--- config.mk ---
export PLATFORM = sky130hd
export DESIGN_NAME = polyline_offscreen_point_cull
export DESIGN_NICKNAME = d
export VERILOG_FILES = /design/src/popc_pkg.sv /design/src/polyline_offscreen_point_cull.sv /design/src/popc_region.sv
export SDC_FILE = /design/constraint.sdc
export NUM_CORES = 1
export LEC_CHECK = 0
export BUFFER_PORTS_ARGS = -buffer_cell sky130_fd_sc_hd__buf_4
export CORE_MARGIN = 1.5
export CORE_UTILIZATION = 30
export DETAILED_ROUTE_END_ITERATION = 7
export HOLD_SLACK_MARGIN = 0.08
export SLEW_MARGIN = 20
export SYNTH_ARGS = -nofsm -noshare
export SYNTH_HDL_FRONTEND = slang
export SYNTH_HIERARCHICAL = 1
export SYNTH_SLANG_ARGS = --single-unit
--- constraint.sdc ---
create_clock -name aclk -period 24.4 [get_ports aclk]
set_input_delay 0 -clock aclk [delete_from_list [all_inputs] [get_ports aclk]]
set_output_delay 0 -clock aclk [all_outputs]
set_load 0.02 [all_outputs]
--- src/popc_pkg.sv ---
`timescale 1ns / 1ps
`default_nettype none

package popc_pkg;

    // fixed field widths of the stream and the register port, and the result buffer depth
    localparam int FIELD_BITS     = 32;
    localparam int SURF_BITS      = 16;
    localparam int CFG_INDEX_BITS = 2;
    localparam int BURST_DEPTH    = 3;
    localparam int BURST_BITS     = 2;

    // register reset values
    localparam logic [SURF_BITS-1:0] SURFACE_WIDTH_RESET  = 16'd640;
    localparam logic [SURF_BITS-1:0] SURFACE_HEIGHT_RESET = 16'd480;
    localparam logic                 CLOSE_RING_RESET     = 1'b0;

    // register indexes
    typedef enum logic [CFG_INDEX_BITS-1:0] {
        CFG_SURFACE_WIDTH  = 2'd0,
        CFG_SURFACE_HEIGHT = 2'd1,
        CFG_CLOSE_RING     = 2'd2
    } cfg_index_t;

    // the nine regions around and on the surface
    typedef enum logic [3:0] {
        REGION_INSIDE      = 4'd0,
        REGION_LEFT        = 4'd1,
        REGION_UPPER_LEFT  = 4'd2,
        REGION_ABOVE       = 4'd3,
        REGION_UPPER_RIGHT = 4'd4,
        REGION_RIGHT       = 4'd5,
        REGION_LOWER_RIGHT = 4'd6,
        REGION_BELOW       = 4'd7,
        REGION_LOWER_LEFT  = 4'd8
    } region_t;

    typedef struct packed {
        logic signed [FIELD_BITS-1:0] point_x;
        logic signed [FIELD_BITS-1:0] point_y;
        logic                         last_point;
    } in_item_t;

    typedef struct packed {
        logic signed [FIELD_BITS-1:0] out_x;
        logic signed [FIELD_BITS-1:0] out_y;
        logic                         last_of_run;
    } out_item_t;

endpackage

`default_nettype wire

--- src/polyline_offscreen_point_cull.sv ---
`timescale 1ns / 1ps
`default_nettype none

// channel  | signals                          | direction | item
// ---------+----------------------------------+-----------+---------------------------
// input    | s_valid / s_ready / s_data       | in        | one vertex, last_point flag
// result   | m_valid / m_ready / m_data       | out       | one emitted vertex
// config   | cfg_we / cfg_index / cfg_wdata   | in        | register write, no wait
//
// A vertex is registered on acceptance and classified in the next cycle; it moves into
// the three-slot result buffer, from which its first result shows, once the buffer is
// empty or its last result is taken. Results leave one a cycle while m_ready is high, so
// a vertex holds the buffer until all its results leave; vertices giving at most one result flow at one a cycle.
// Reset is synchronous and clears the line state and both buffers.
// With m_ready low the buffer holds and the input register takes one more vertex.

module polyline_offscreen_point_cull #(
    parameter int COORD_BITS = 32
) (
    input  wire logic                                aclk,
    input  wire logic                                aresetn,
    input  wire logic                                s_valid,
    output logic                                     s_ready,
    input  popc_pkg::in_item_t                       s_data,
    output logic                                     m_valid,
    input  wire logic                                m_ready,
    output popc_pkg::out_item_t                      m_data,
    input  wire logic                                cfg_we,
    input  wire logic [popc_pkg::CFG_INDEX_BITS-1:0] cfg_index,
    input  wire logic [popc_pkg::SURF_BITS-1:0]      cfg_wdata
);
    import popc_pkg::*;

    // configuration
    logic [SURF_BITS-1:0] surface_width_reg;
    logic [SURF_BITS-1:0] surface_height_reg;
    logic                 close_ring_reg;

    // input register
    logic                         in_valid_reg;
    logic signed [COORD_BITS-1:0] in_x_reg;
    logic signed [COORD_BITS-1:0] in_y_reg;
    logic                         in_last_reg;

    // line state
    logic signed [COORD_BITS-1:0] prev_x_reg;
    logic signed [COORD_BITS-1:0] prev_y_reg;
    logic                         line_started_reg;
    logic                         dropped_pending_reg;
    region_t                      blocked_region_reg;
    logic signed [COORD_BITS-1:0] ring_x_reg;
    logic signed [COORD_BITS-1:0] ring_y_reg;
    logic                         line_started_next;
    logic                         dropped_pending_next;
    region_t                      blocked_region_next;

    // result buffer
    out_item_t                    slot_reg [BURST_DEPTH];
    logic [BURST_BITS-1:0]        head_reg;
    logic [BURST_BITS-1:0]        rem_reg;
    out_item_t                    slot_next [BURST_DEPTH];
    logic [BURST_BITS-1:0]        count_next;

    region_t                      region;
    logic                         keep;
    logic                         emit_cur;
    logic                         emit_prev;
    logic                         emit_ring;
    logic                         pop;
    logic                         advance;
    logic signed [COORD_BITS-1:0] ring_x_sel;
    logic signed [COORD_BITS-1:0] ring_y_sel;

    // configuration writes, out-of-range index ignored
    always_ff @(posedge aclk) begin
        if (!aresetn) begin
            surface_width_reg  <= SURFACE_WIDTH_RESET;
            surface_height_reg <= SURFACE_HEIGHT_RESET;
            close_ring_reg     <= CLOSE_RING_RESET;
        end else if (cfg_we) begin
            unique case (cfg_index)
                CFG_SURFACE_WIDTH:  surface_width_reg  <= cfg_wdata;
                CFG_SURFACE_HEIGHT: surface_height_reg <= cfg_wdata;
                CFG_CLOSE_RING:     close_ring_reg     <= cfg_wdata[0];
                default: ;
            endcase
        end
    end

    // handshake
    assign pop     = m_valid && m_ready;
    assign advance = in_valid_reg && ((rem_reg == '0) || ((rem_reg == BURST_BITS'(1)) && pop));
    assign s_ready = !in_valid_reg || advance;
    assign m_valid = (rem_reg != '0);
    assign m_data  = slot_reg[head_reg];

    popc_region #(
        .COORD_BITS(COORD_BITS)
    ) u_region (
        .x              (in_x_reg),
        .y              (in_y_reg),
        .surface_width  (surface_width_reg),
        .surface_height (surface_height_reg),
        .region         (region)
    );

    // keep / drop decision
    assign keep      = !line_started_reg || (blocked_region_reg == REGION_INSIDE)
                       || (region != blocked_region_reg);
    assign emit_cur  = keep && (!line_started_reg || (prev_x_reg != in_x_reg)
                       || (prev_y_reg != in_y_reg));
    assign emit_prev = emit_cur && dropped_pending_reg;
    assign emit_ring = in_last_reg && close_ring_reg;
    assign ring_x_sel = line_started_reg ? ring_x_reg : in_x_reg;
    assign ring_y_sel = line_started_reg ? ring_y_reg : in_y_reg;

    // pack the results of this vertex into consecutive slots
    always_comb begin
        logic [BURST_BITS-1:0] idx;
        idx = '0;
        for (int i = 0; i < BURST_DEPTH; i++) begin
            slot_next[i] = '0;
        end
        if (emit_prev) begin
            slot_next[idx].out_x = FIELD_BITS'(prev_x_reg);
            slot_next[idx].out_y = FIELD_BITS'(prev_y_reg);
            idx = idx + BURST_BITS'(1);
        end
        if (emit_cur) begin
            slot_next[idx].out_x = FIELD_BITS'(in_x_reg);
            slot_next[idx].out_y = FIELD_BITS'(in_y_reg);
            idx = idx + BURST_BITS'(1);
        end
        if (emit_ring) begin
            slot_next[idx].out_x = FIELD_BITS'(ring_x_sel);
            slot_next[idx].out_y = FIELD_BITS'(ring_y_sel);
            idx = idx + BURST_BITS'(1);
        end
        if (idx != '0) begin
            slot_next[idx - BURST_BITS'(1)].last_of_run = 1'b1;
        end
        count_next = idx;
    end

    // next line state
    always_comb begin
        dropped_pending_next = !keep;
        blocked_region_next  = region;
        line_started_next    = 1'b1;
        if (in_last_reg) begin
            dropped_pending_next = 1'b0;
            blocked_region_next  = REGION_INSIDE;
            line_started_next    = 1'b0;
        end
    end

    // control registers
    always_ff @(posedge aclk) begin
        if (!aresetn) begin
            in_valid_reg        <= 1'b0;
            line_started_reg    <= 1'b0;
            dropped_pending_reg <= 1'b0;
            blocked_region_reg  <= REGION_INSIDE;
            head_reg            <= '0;
            rem_reg             <= '0;
        end else begin
            if (s_valid && s_ready) begin
                in_valid_reg <= 1'b1;
            end else if (advance) begin
                in_valid_reg <= 1'b0;
            end
            if (advance) begin
                line_started_reg    <= line_started_next;
                dropped_pending_reg <= dropped_pending_next;
                blocked_region_reg  <= blocked_region_next;
                head_reg            <= '0;
                rem_reg             <= count_next;
            end else if (pop) begin
                head_reg <= head_reg + BURST_BITS'(1);
                rem_reg  <= rem_reg - BURST_BITS'(1);
            end
        end
    end

    // payload registers
    always_ff @(posedge aclk) begin
        if (s_valid && s_ready) begin
            in_x_reg    <= s_data.point_x[COORD_BITS-1:0];
            in_y_reg    <= s_data.point_y[COORD_BITS-1:0];
            in_last_reg <= s_data.last_point;
        end
        if (advance) begin
            prev_x_reg <= in_x_reg;
            prev_y_reg <= in_y_reg;
            if (!line_started_reg) begin
                ring_x_reg <= in_x_reg;
                ring_y_reg <= in_y_reg;
            end
            for (int i = 0; i < BURST_DEPTH; i++) begin
                slot_reg[i] <= slot_next[i];
            end
        end
    end

endmodule

`default_nettype wire

--- src/popc_region.sv ---
`timescale 1ns / 1ps
`default_nettype none

module popc_region #(
    parameter int COORD_BITS = 32
) (
    input  wire logic signed [COORD_BITS-1:0]       x,
    input  wire logic signed [COORD_BITS-1:0]       y,
    input  wire logic [popc_pkg::SURF_BITS-1:0]     surface_width,
    input  wire logic [popc_pkg::SURF_BITS-1:0]     surface_height,
    output popc_pkg::region_t                       region
);
    import popc_pkg::*;

    // compare width holds both a coordinate and a positive surface size
    localparam int CMP_BITS = ((COORD_BITS > SURF_BITS) ? COORD_BITS : SURF_BITS) + 1;

    logic signed [CMP_BITS-1:0] x_ext;
    logic signed [CMP_BITS-1:0] y_ext;
    logic signed [CMP_BITS-1:0] w_ext;
    logic signed [CMP_BITS-1:0] h_ext;
    logic                       left_of;
    logic                       right_of;
    logic                       above;
    logic                       below;

    // sign-extended coordinates against zero-extended surface size
    assign x_ext    = CMP_BITS'(x);
    assign y_ext    = CMP_BITS'(y);
    assign w_ext    = CMP_BITS'(signed'({1'b0, surface_width}));
    assign h_ext    = CMP_BITS'(signed'({1'b0, surface_height}));
    assign left_of  = x[COORD_BITS-1];
    assign above    = y[COORD_BITS-1];
    assign right_of = (x_ext >= w_ext);
    assign below    = (y_ext >= h_ext);

    // outcode to region number
    always_comb begin
        if (!left_of && !right_of && !above && !below) begin
            region = REGION_INSIDE;
        end else if (left_of && !above && !below) begin
            region = REGION_LEFT;
        end else if (left_of && above) begin
            region = REGION_UPPER_LEFT;
        end else if (above && !left_of && !right_of) begin
            region = REGION_ABOVE;
        end else if (above && right_of) begin
            region = REGION_UPPER_RIGHT;
        end else if (right_of && !above && !below) begin
            region = REGION_RIGHT;
        end else if (right_of && below) begin
            region = REGION_LOWER_RIGHT;
        end else if (below && !left_of && !right_of) begin
            region = REGION_BELOW;
        end else begin
            region = REGION_LOWER_LEFT;
        end
    end

endmodule

`default_nettype wire

* Yosys cells after proc, flatten, opt, wreduce, memory -nomap -nowiden
Memory sizes are Yosys's and may differ from the RTL's. A register that Yosys moved wholly into a read port is not among the register bits.
Cells that the tools add are included.
** Cells by class
- Add/subtract/negate cells :: 5
- Multiplexer cells :: 43
- Equality and inequality tests :: 6
- Reduce and logical (&&, ||, !) cells :: 48
- Bitwise operators :: 4
- Order comparisons :: 8
** Operators by type and width (number)
- $bwmux 195 :: 5
- $demux 65 s2 :: 5
- $mux 195 :: 3
- $mux 65 :: 2
- $mux 33 :: 2
- $ge 32x17->1 :: 2
- $mux 32 :: 2
- $mux 64 :: 1
- $ne 32x32->1 :: 2
- $mux 4 :: 9
- $logic_and 1x1->1 :: 24
- $mux 2 :: 6
- $ge 3x3->1 const B :: 3
- $lt 3x1->1 const B :: 3
- $not 2->3 :: 3
- $mux 1 :: 8
- $reduce_bool 2->1 :: 4
- $logic_not 1->1 :: 7
- $add 2x1->2 const B :: 3
- $logic_or 1x1->1 :: 6
- $reduce_and 2->1 :: 3
- $eq 2x1->1 const B :: 2
- $logic_not 2->1 :: 2
- $logic_not 4->1 :: 1
- other kinds (5) :: 6
** Storage, ports and cells
- Bits in registers :: 237
- Output and inout bits :: 67
- Memories kept :: 1
- Input port bits :: 88
- RAM bits :: 195
** Memories
- slot_reg :: words 3, width 65, rd ports 1, clocked after memory_dff 1, wr ports 3, RTL line polyline_offscreen_point_cull.sv:58 : out_item_t slot_reg [BURST_DEPTH];

* Longest topological paths before layout
Gate-level depths: netlist (run 1).
- Word-level depth :: 29
- Gate-level depth with buffers :: 15

* Cells and area by module
The synthesis (run 1) kept the hierarchy.
** By module, submodules not included
- polyline_offscreen_point_cull :: seq. area each 12572.1 um2, times used 1, cells each 1509, area an instance 19606.3 um2
- popc_region :: seq. area each 0.0 um2, times used 1, cells each 134, area an instance 969.7 um2

* Worst setup path before layout (run 1)
Ideal clock, no wire load.
- Path type :: reg2reg
- From :: reg rem_reg[0]
- To :: reg blocked_region_reg[0]
- Data arrival time :: 7.886 ns
- Library setup time :: 0.059 ns
- Period minus slack after synthesis :: 7.945 ns
- Cell stages (with the launch flop) :: 9
- Path slack :: 16.455 ns
- Cell sequence :: dfxtp_1 inv_1 ha_1 a21oi_1 nand2b_1 inv_1 nand2_1 nor2_1 a22o_1
** On the way
- Word-level cells in the longest chain between the ends :: 5
- Elaborated cells on any way between the ends :: 7
- Classes of those cells :: 1 x eq/ne; 6 x reduce/logical
** Ends and longest elaborated chain
- from (decl) :: RTL line polyline_offscreen_point_cull.sv:60 : logic [BURST_BITS-1:0] rem_reg;
- from (signal assigned) :: RTL line polyline_offscreen_point_cull.sv:177 : rem_reg <= count_next;
- from (signal assigned) :: RTL line polyline_offscreen_point_cull.sv:180 : rem_reg <= rem_reg - BURST_BITS'(1);
- $reduce_bool 2->1 :: RTL line polyline_offscreen_point_cull.sv:94 : assign m_valid = (rem_reg != '0);
- $logic_and 1x1->1 :: RTL line polyline_offscreen_point_cull.sv:91 : assign pop = m_valid && m_ready;
- $logic_and 1x1->1 :: RTL line polyline_offscreen_point_cull.sv:92 : assign advance = in_valid_reg && ((rem_reg == '0) || ((rem_reg == BURST_BITS'(1)) && pop));
- $logic_or 1x1->1 * :: RTL line polyline_offscreen_point_cull.sv:92
- $logic_and 1x1->1 * :: RTL line polyline_offscreen_point_cull.sv:92
- named net advance :: RTL line polyline_offscreen_point_cull.sv:70 : logic advance;
- to (signal assigned) :: RTL line polyline_offscreen_point_cull.sv:175 : blocked_region_reg <= blocked_region_next;
- to (decl) :: RTL line polyline_offscreen_point_cull.sv:50 : region_t blocked_region_reg;
The timed path passes the listed nets; every way through them passes the cells marked *.
A chain may end at the register's enable or synchronous reset.

==> results.yml, run 1 <==
outcome:
  status: "finished, final reports clean"
routing:
  routed_wire_length_um: 53700
  route.vias.total: 13500
  vias_per_cell: 4.87
  remaining_drc_errors: 0
  routed_wire_length_per_instance_um: 19.4
  drt_first_iter_violations: 927
  ant_nets: 0
  detailedRoute.firstPassIterationCount: 5
worst_setup_path:
  timing.critical_path.fanout_max: 90
  criticalPathCategory: "register to register"
  cp_startpoint_kind: "register"
  timing.critical_path.required_ps: 24690
  endpoint_kind: "register"
  worst-endpoint-arrival_ps: 6150
finish:
  largest_register_ffs: 195
  area_growth_pct: 21.1
  most-common-layout-cells: "sky130_fd_sc_hd__edfxtp_1, sky130_fd_sc_hd__nand2_1, sky130_fd_sc_hd__mux2i_1, sky130_fd_sc_hd__buf_4, sky130_fd_sc_hd__o21ai_0"
  num-nets-final: 1978
  multi_input_comb_area_um2: 7370
  layout.filler_cells: 6515
  layout-drive-gt1-share_pct: 15.7
  final_common_cell: "sky130_fd_sc_hd__edfxtp_1"
  finish.cell_count_without_fillers: 2767
  seq_area_um2: 12600
placed_design:
  finalWeightedCongestion: 0.807
  post-place-cells: 2576
  place_worst_setup_slack_ps: 18550
  io_buffer_count: 154
  post-dp-hpwl_um: 34800
yosys:
  async_flop_share_pct: 0
  synth_area_um2: 20600
  portion_of_netlist_area_occupied_by_mux_cells_pct: 12.7
  yosys_register_bits: 434
  synth_edf_count: 388
  nets_in_the_synthesized_netlist: 1765
  yosys_most_used_dff: "sky130_fd_sc_hd__edfxtp_1"
  xor_xnor_share_of_the_synthesized_area_pct: 2.68
  syn_inst: 1643
  synth-simple-area-share_pct: 12.5
  synthesized_area_per_cell_um2: 12.5
  synthAdderAreaFrac_pct: 2.07
  yosys.cell_types.count: 50
  synth-compound-area-share_pct: 5.87
  synth.yosys.seq_area_share_pct: 61.1
  yosysWarningCount: 6
  synth_top_family_by_area: "multiplexers"
sta:
  worst_slew_pin_slew_ps: 1280
  period_minus_slack_ps: 5860
  layout_setup_ws_ps: 18540
  timing.slew.headroom_pct: 14.7
  rsz0062_at_grt: "false"
  totalNegativeSetupSlack_ps: 0
  fin_worst_skew_ps: 24.1
  max_clock_freq_ghz: 0.171
  number_of_max_slew_violations_in_the_final_report: 0
  finalSetupViolCount: 0
  finalHoldViolations: 0
  min_period_over_period_pct: 24.0
clock_network:
  clock_tree_root_buffer_cell: "sky130_fd_sc_hd__clkbuf_16"
  tritoncts_clock_tree: "done"
  worst_skew_pair.late_latency_ps: 590
  clock_pin_slew_on_the_worst_setup_and_hold_paths_ps: 60
  htree_num_levels: 2
  clock_path_buffers: 3
  numClockSinks: 434
  cts_made_buffers: 47
global_routing:
  largest_net_degree_at_the_start_of_global_routing: 200
  grt_remaining_overflow: 0
  gr-usage-all-layers_pct: 15.1
  grt_pass1_vias: 13400
  grt_first_pass_wirelength_um: 80900
  antenna_found_initial: 0
power:
  power_density_nw_per_um2: 75.1
  total_leakage_power_uw: 0.00879
  power.ir.vdd_worst_mv: 0.0482
run:
  max_cap_violations: 0
floorplanning:
  coreArea_um2: 67500
  initial_core_util_pct: 30.5
  floorplan.die_area_um2: 70200
  rows: 95
  io_pins: 155
  die-width_um: 265
  fp.dieH_um: 265
hold_path:
  min_path_type: "input pin to register"
-- power breakdown --
part           switching, uW  total, uW  internal [uW]
combinational            165        269            103
sequential              47.2        946            899
clock                    288        656            367
-- cell usage after synthesis, drive strengths merged, types with 2 or more instances --
master,count,share of area (%)
clkbuf,83,1.5
buf,22,0.75
mux2,57,3.1
or3,2,0.061
nor3,8,0.22
o211ai,2,0.073
a21o,4,0.15
nand2b,5,0.15
and3,2,0.061
nor2b,8,0.24
a22o,6,0.26
nor4,20,0.71
a211oi,3,0.11
and2,67,2.0
edfxtp,388,57
ha,34,2.1
a21oi,16,0.41
nand2,272,5.0
inv,48,0.88
nand3,11,0.27
mux2i,196,9.5
dfxtp,46,4.5
a21boi,27,0.99
xor2,47,2.0
xnor2,16,0.68
nand4,13,0.40
nor2,15,0.29
o21ai,141,3.4
a41o,2,0.097
or3b,2,0.085
o22ai,3,0.091
and4,67,2.9
-- layout make-up --
cell class,instances,share of cell area [%]
Sequential cell,434,50.5
Multi-Input combinational cell,1056,29.6
Timing Repair Buffer,269,9.20
Clock buffer,66,5.01
Tap cell,873,4.39
Inverter,48,0.754
Clock inverter,20,0.522
Antenna cell,1,0.0100
-- worst max-delay path, stage by stage, from the launching register on --
cell and delay, ps:
sky130_fd_sc_hd__edfxtp_1 490, sky130_fd_sc_hd__nor4_1 540, sky130_fd_sc_hd__nand4_1 320, sky130_fd_sc_hd__a211oi_1 410, sky130_fd_sc_hd__nand3_1 130, sky130_fd_sc_hd__or3b_1 440
sky130_fd_sc_hd__xnor2_1 270, sky130_fd_sc_hd__xnor2_1 90, sky130_fd_sc_hd__nand4_1 90, sky130_fd_sc_hd__nor2_1 70, sky130_fd_sc_hd__a21oi_4 740, sky130_fd_sc_hd__buf_4 780
sky130_fd_sc_hd__buf_4 860, sky130_fd_sc_hd__mux2i_1 210
-- cell families after synthesis --
group | Yosys count
adders and majority gates | 34
muxes | 253
DFF | 434
buffers and inverters | 153
xor gates and xnor gates | 63
and+or+nand+nor | 496
AOI/OAI and AO/OA | 210
-- through the flow --
stage | hold slack, ps | area (um2) | util [%] | power, uW
floorplan | 98.9 | 20600 | - | 1110
global route | 118 | 24900 | 36.9 | 1940
CTS | 106 | 24900 | 36.9 | 1890
detailed placement | 179 | 22500 | 33.3 | 1220
global placement | 178 | 22500 | 33.3 | 1220
finish | 137 | 24900 | 36.9 | 1870
-- per-layer routing --
layer  GRT usage [%]  up-vias  share of wire, %
met5               0        -                 0
met4            4.71        0               2.8
met3            2.48       76               4.7
met2            25.5      341                48
met1            19.8     6597                44
li1                -     6455                 -
-- worst paths after layout --
| kind | from | to | slack [ps] | cells after the start |
|---|---|---|---|---|
| hold reg to reg | surface_width_reg[5]$_SDFFE_PN0P_ | surface_width_reg[5]$_SDFFE_PN0P_ | 470 | 2 |
| setup reg to reg | in_y_reg[25]$_DFFE_PP_ | slot_reg[0][25]$_DFFE_PP_ | 18540 | 13 |
| hold / removal | s_data[48] | in_x_reg[15]$_DFFE_PP_ | 140 | 2 |
| setup / recovery | in_y_reg[25]$_DFFE_PP_ | slot_reg[0][25]$_DFFE_PP_ | 18540 | 13 |
-- timing repair --
action / 4_1_cts / 5_1_grt
endpoints found under the setup margin: 0 / 0
resized for setup: 0 / 0
hold buffers: 104 / 0
endpoints found under the hold margin: 133 / 0
buffers inserted: 0 / 0
Note: power is estimated with default switching activity, not from simulation.
==> run 2, diff against run 1 <==
- ABC_AREA: default -> 1
- clock period: 24.4 -> 5.9 ns (I/O delays scaled with it)
==> results.yml, run 2 <==
global_routing:
  grt_remaining_overflow: 0
  antenna_found_initial: 1
  grt_first_pass_wirelength_um: 90700
  largest_net_degree_at_the_start_of_global_routing: 197
  grt_pass1_vias: 15300
  gr-usage-all-layers_pct: 16.8
worst_setup_path:
  worst_path_largest_cell_delay_ps: 980
  worstPathCellList: "ha_1 -> nand2_1 -> nor2_1 -> a21boi_0 -> nor2_1 -> nand2_1 -> nand2_1 -> nand2_1 -> nand2_1 -> nand2_1 -> inv_1 -> o221ai_1 -> nor2_1 -> nand3_1 -> nand3_4 -> inv_4 -> nand2_1 -> nand3_1"
  cp-startpoint: "in_y_reg[14]$_DFFE_PP_"
  stages_on_worst_setup_path: 18
  reg2reg_from: "in_y_reg[14]$_DFFE_PP_"
  criticalPathCategory: "register to register"
  endpoint_kind: "register"
  timing.critical_path.slowest_stage_cell: "sky130_fd_sc_hd__inv_4"
  cp_startpoint_kind: "register"
  regToRegEndpoint: "slot_reg[0][15]$_DFFE_PP_"
  timing.critical_path.fanout_max: 64
  worst-r2r-cell-count: 18
  path_delay_family: "simple AND/OR/NAND/NOR gates"
  critical_path_buffers_and_inverters: 2
  timing.reg2reg.setup_slack_ps: 1600
  timing.critical_path.required_ps: 6330
  critPathMostFrequentCell: "sky130_fd_sc_hd__nand2_1"
  worst-endpoint-arrival_ps: 4730
  critical_path.endpoint: "slot_reg[0][15]$_DFFE_PP_"
hold_path:
  hold_wc_startpoint: "s_data[33]"
  min_path_type: "input pin to register"
routing:
  route.vias.total: 15700
  remaining_drc_errors: 0
  routed_wire_length_per_instance_um: 17.9
  ant_nets: 0
  drt_first_iter_violations: 1352
  vias_per_cell: 4.67
  detailedRoute.firstPassIterationCount: 5
  routed_wire_length_um: 59900
sta:
  max_clock_freq_ghz: 0.232
  rsz0062_at_grt: "false"
  worst_slew_pin_slew_ps: 1090
  finalSetupViolCount: 0
  min_period_over_period_pct: 72.9
  layout_setup_ws_ps: 1600
  finalHoldViolations: 0
  timing.slew.headroom_pct: 27.1
  number_of_max_slew_violations_in_the_final_report: 0
  fin_worst_skew_ps: 30.8
  period_minus_slack_ps: 4300
yosys:
  synth_area_um2: 20700
  synth.yosys.seq_area_share_pct: 60.8
  async_flop_share_pct: 0
  synth_largest_type_area_fraction_pct: 56.3
  nets_in_the_synthesized_netlist: 2343
  yosysWarningCount: 6
  synth_most_common_cell: "sky130_fd_sc_hd__nand2_1"
  yosys.cell_types.count: 38
  synthesized_area_per_cell_um2: 9.31
  synth_edf_count: 388
  yosys_register_bits: 434
  yosys_most_used_dff: "sky130_fd_sc_hd__edfxtp_1"
  synth_top_cell_by_area: "sky130_fd_sc_hd__edfxtp_1"
  syn_inst: 2221
  yosys-top-cells-count: "sky130_fd_sc_hd__nand2_1, sky130_fd_sc_hd__edfxtp_1, sky130_fd_sc_hd__nor2_1"
  synth.top_cells.by_area: "sky130_fd_sc_hd__edfxtp_1, sky130_fd_sc_hd__nand2_1, sky130_fd_sc_hd__nor2_1"
clock_network:
  tritoncts_clock_tree: "done"
  clock_path_buffers: 3
  clock_tree_root_buffer_cell: "sky130_fd_sc_hd__clkbuf_16"
  worst_skew_pair.late_latency_ps: 590
  numClockSinks: 434
  clock_pin_slew_on_the_worst_setup_and_hold_paths_ps: 60
  cts_made_buffers: 47
  postCtsSetupRepairBufs: 0
  htree_num_levels: 2
power:
  power_density_nw_per_um2: 349
  total_leakage_power_uw: 0.00983
  power.ir.vdd_worst_mv: 0.285
  power_frac_clock_pct: 33.8
  internal_power_uw: 6180
  sw_frac_of_total_pct: 29.4
  total_power_uw: 8750
  power.share.combinational_pct: 19.1
  power_switching_uw: 2570
  seq_power_share_pct: 47.1
finish:
  diodes: 0
  num-nets-final: 2556
  final_common_cell: "sky130_fd_sc_hd__nand2_1"
  area_growth_pct: 21.3
  largest_register_ffs: 195
  most-common-layout-cells: "sky130_fd_sc_hd__nand2_1, sky130_fd_sc_hd__edfxtp_1, sky130_fd_sc_hd__nor2_1, sky130_fd_sc_hd__inv_1, sky130_fd_sc_hd__buf_4"
  final_util_pct: 36.6
  layout-drive-gt1-share_pct: 12.7
outcome:
  status: "finished, final reports clean"
floorplanning:
  die-width_um: 266
  coreArea_um2: 68500
  io_pins: 155
  initial_core_util_pct: 30.2
  floorplan.die_area_um2: 70500
  fp.dieH_um: 266
  rows: 96
placed_design:
  finalWeightedCongestion: 0.781
  place_worst_setup_slack_ps: 1610
  post-dp-hpwl_um: 35700
  io_buffer_count: 154
run:
  max_cap_violations: 0
[run 2: cell types whose count changed in the layout (fill, tap and decap cells not counted), sizes merged, moves of 20 or more]
cell | before | now
nor2 | 15 | 341
nand2 | 272 | 517
inv | 51 | 276
mux2i | 196 | 0
a21oi | 16 | 147
nand3 | 11 | 91
or2 | 1 | 70
and2 | 67 | 0
and4 | 67 | 0
mux2 | 57 | 0
xor2 | 47 | 3
a21boi | 27 | 1
o21ai | 141 | 166
nor4 | 20 | 0
[run 2: layout make-up]
cell class	count	area, um2
flip-flops and latches	434	12600
clock buffers	60	1320
inverters	276	1040
well taps	882	1100
clock inverters	25	216
multi-input cells	1413	6580
fillers	6948	43400
repair buffers	262	2250
[run 2: metrics by stage]
step	setup TNS, ps	std cells	hold WS [ps]	area [um2]
2_1_floorplan	-6430	2221	98.9	20700
3_3_place_gp	0	3174	179	22600
3_5_place_dp	0	3174	179	22600
4_1_cts	0	3352	99.3	25100
5_1_grt	0	3352	118	25100
6_report	0	3352	128	25100
[run 2: worst min path at each step]
stage | depth (start not counted) | to | slack (ps)
2_1_floorplan | 0 | in_last_reg$_DFFE_PP_ | 100
3_3_place_gp | 1 | in_y_reg[10]$_DFFE_PP_ | 180
3_5_place_dp | 1 | in_y_reg[8]$_DFFE_PP_ | 180
4_1_cts | 2 | in_x_reg[5]$_DFFE_PP_ | 100
5_1_grt | 2 | in_x_reg[5]$_DFFE_PP_ | 120
6_report | 2 | in_x_reg[0]$_DFFE_PP_ | 130
[run 2: cell families (layout without fill, tap and decap cells)]
kind of cell / Yosys count / after routing / share of synthesized area (%)
xor gates and xnor gates: 22 / 22 / 0.932
AOI/OAI and AO/OA: 321 / 321 / 7.89
and+or+nand+nor: 1036 / 1036 / 20.6
buffers and inverters: 374 / 623 / 7.70
adders and majority gates: 34 / 34 / 2.06
DFF: 434 / 434 / 60.8
[run 2: worst register-to-register path, delay by kind of cell (launching register included)]
| kind | cells | cell delay [ps] |
|---|---|---|
| compound gates | 2 | 420 |
| fa+ha+maj | 1 | 350 |
| buf+inv | 2 | 1070 |
| flops | 1 | 520 |
| simple gates | 13 | 1800 |
[run 2: power groups by stage]
stage | Combinational (uW) | Sequential, uW | Clock, uW
2_1_floorplan | 971 | 4170 | 0
3_3_place_gp | 1630 | 4170 | 0
3_5_place_dp | 1640 | 4180 | 0
4_1_cts | 1700 | 4120 | 3020
5_1_grt | 1840 | 4160 | 3120
6_report | 1670 | 4120 | 2960
[run 2: per-layer routing]
layer | track usage [%] | part of all wire (%) | up-vias
met5 | 0 | 0.022 | -
met3 | 2.25 | 4.6 | 100
met1 | 21.6 | 43 | 7448
met2 | 29.2 | 50 | 424
met4 | 5.08 | 2.5 | 2
li1 | - | - | 7676
[run 2: timing repair]
action,4_1_cts,5_1_grt
hold endpoints to repair,122,0
hold buffers,93,0
gates resized for setup,0,0
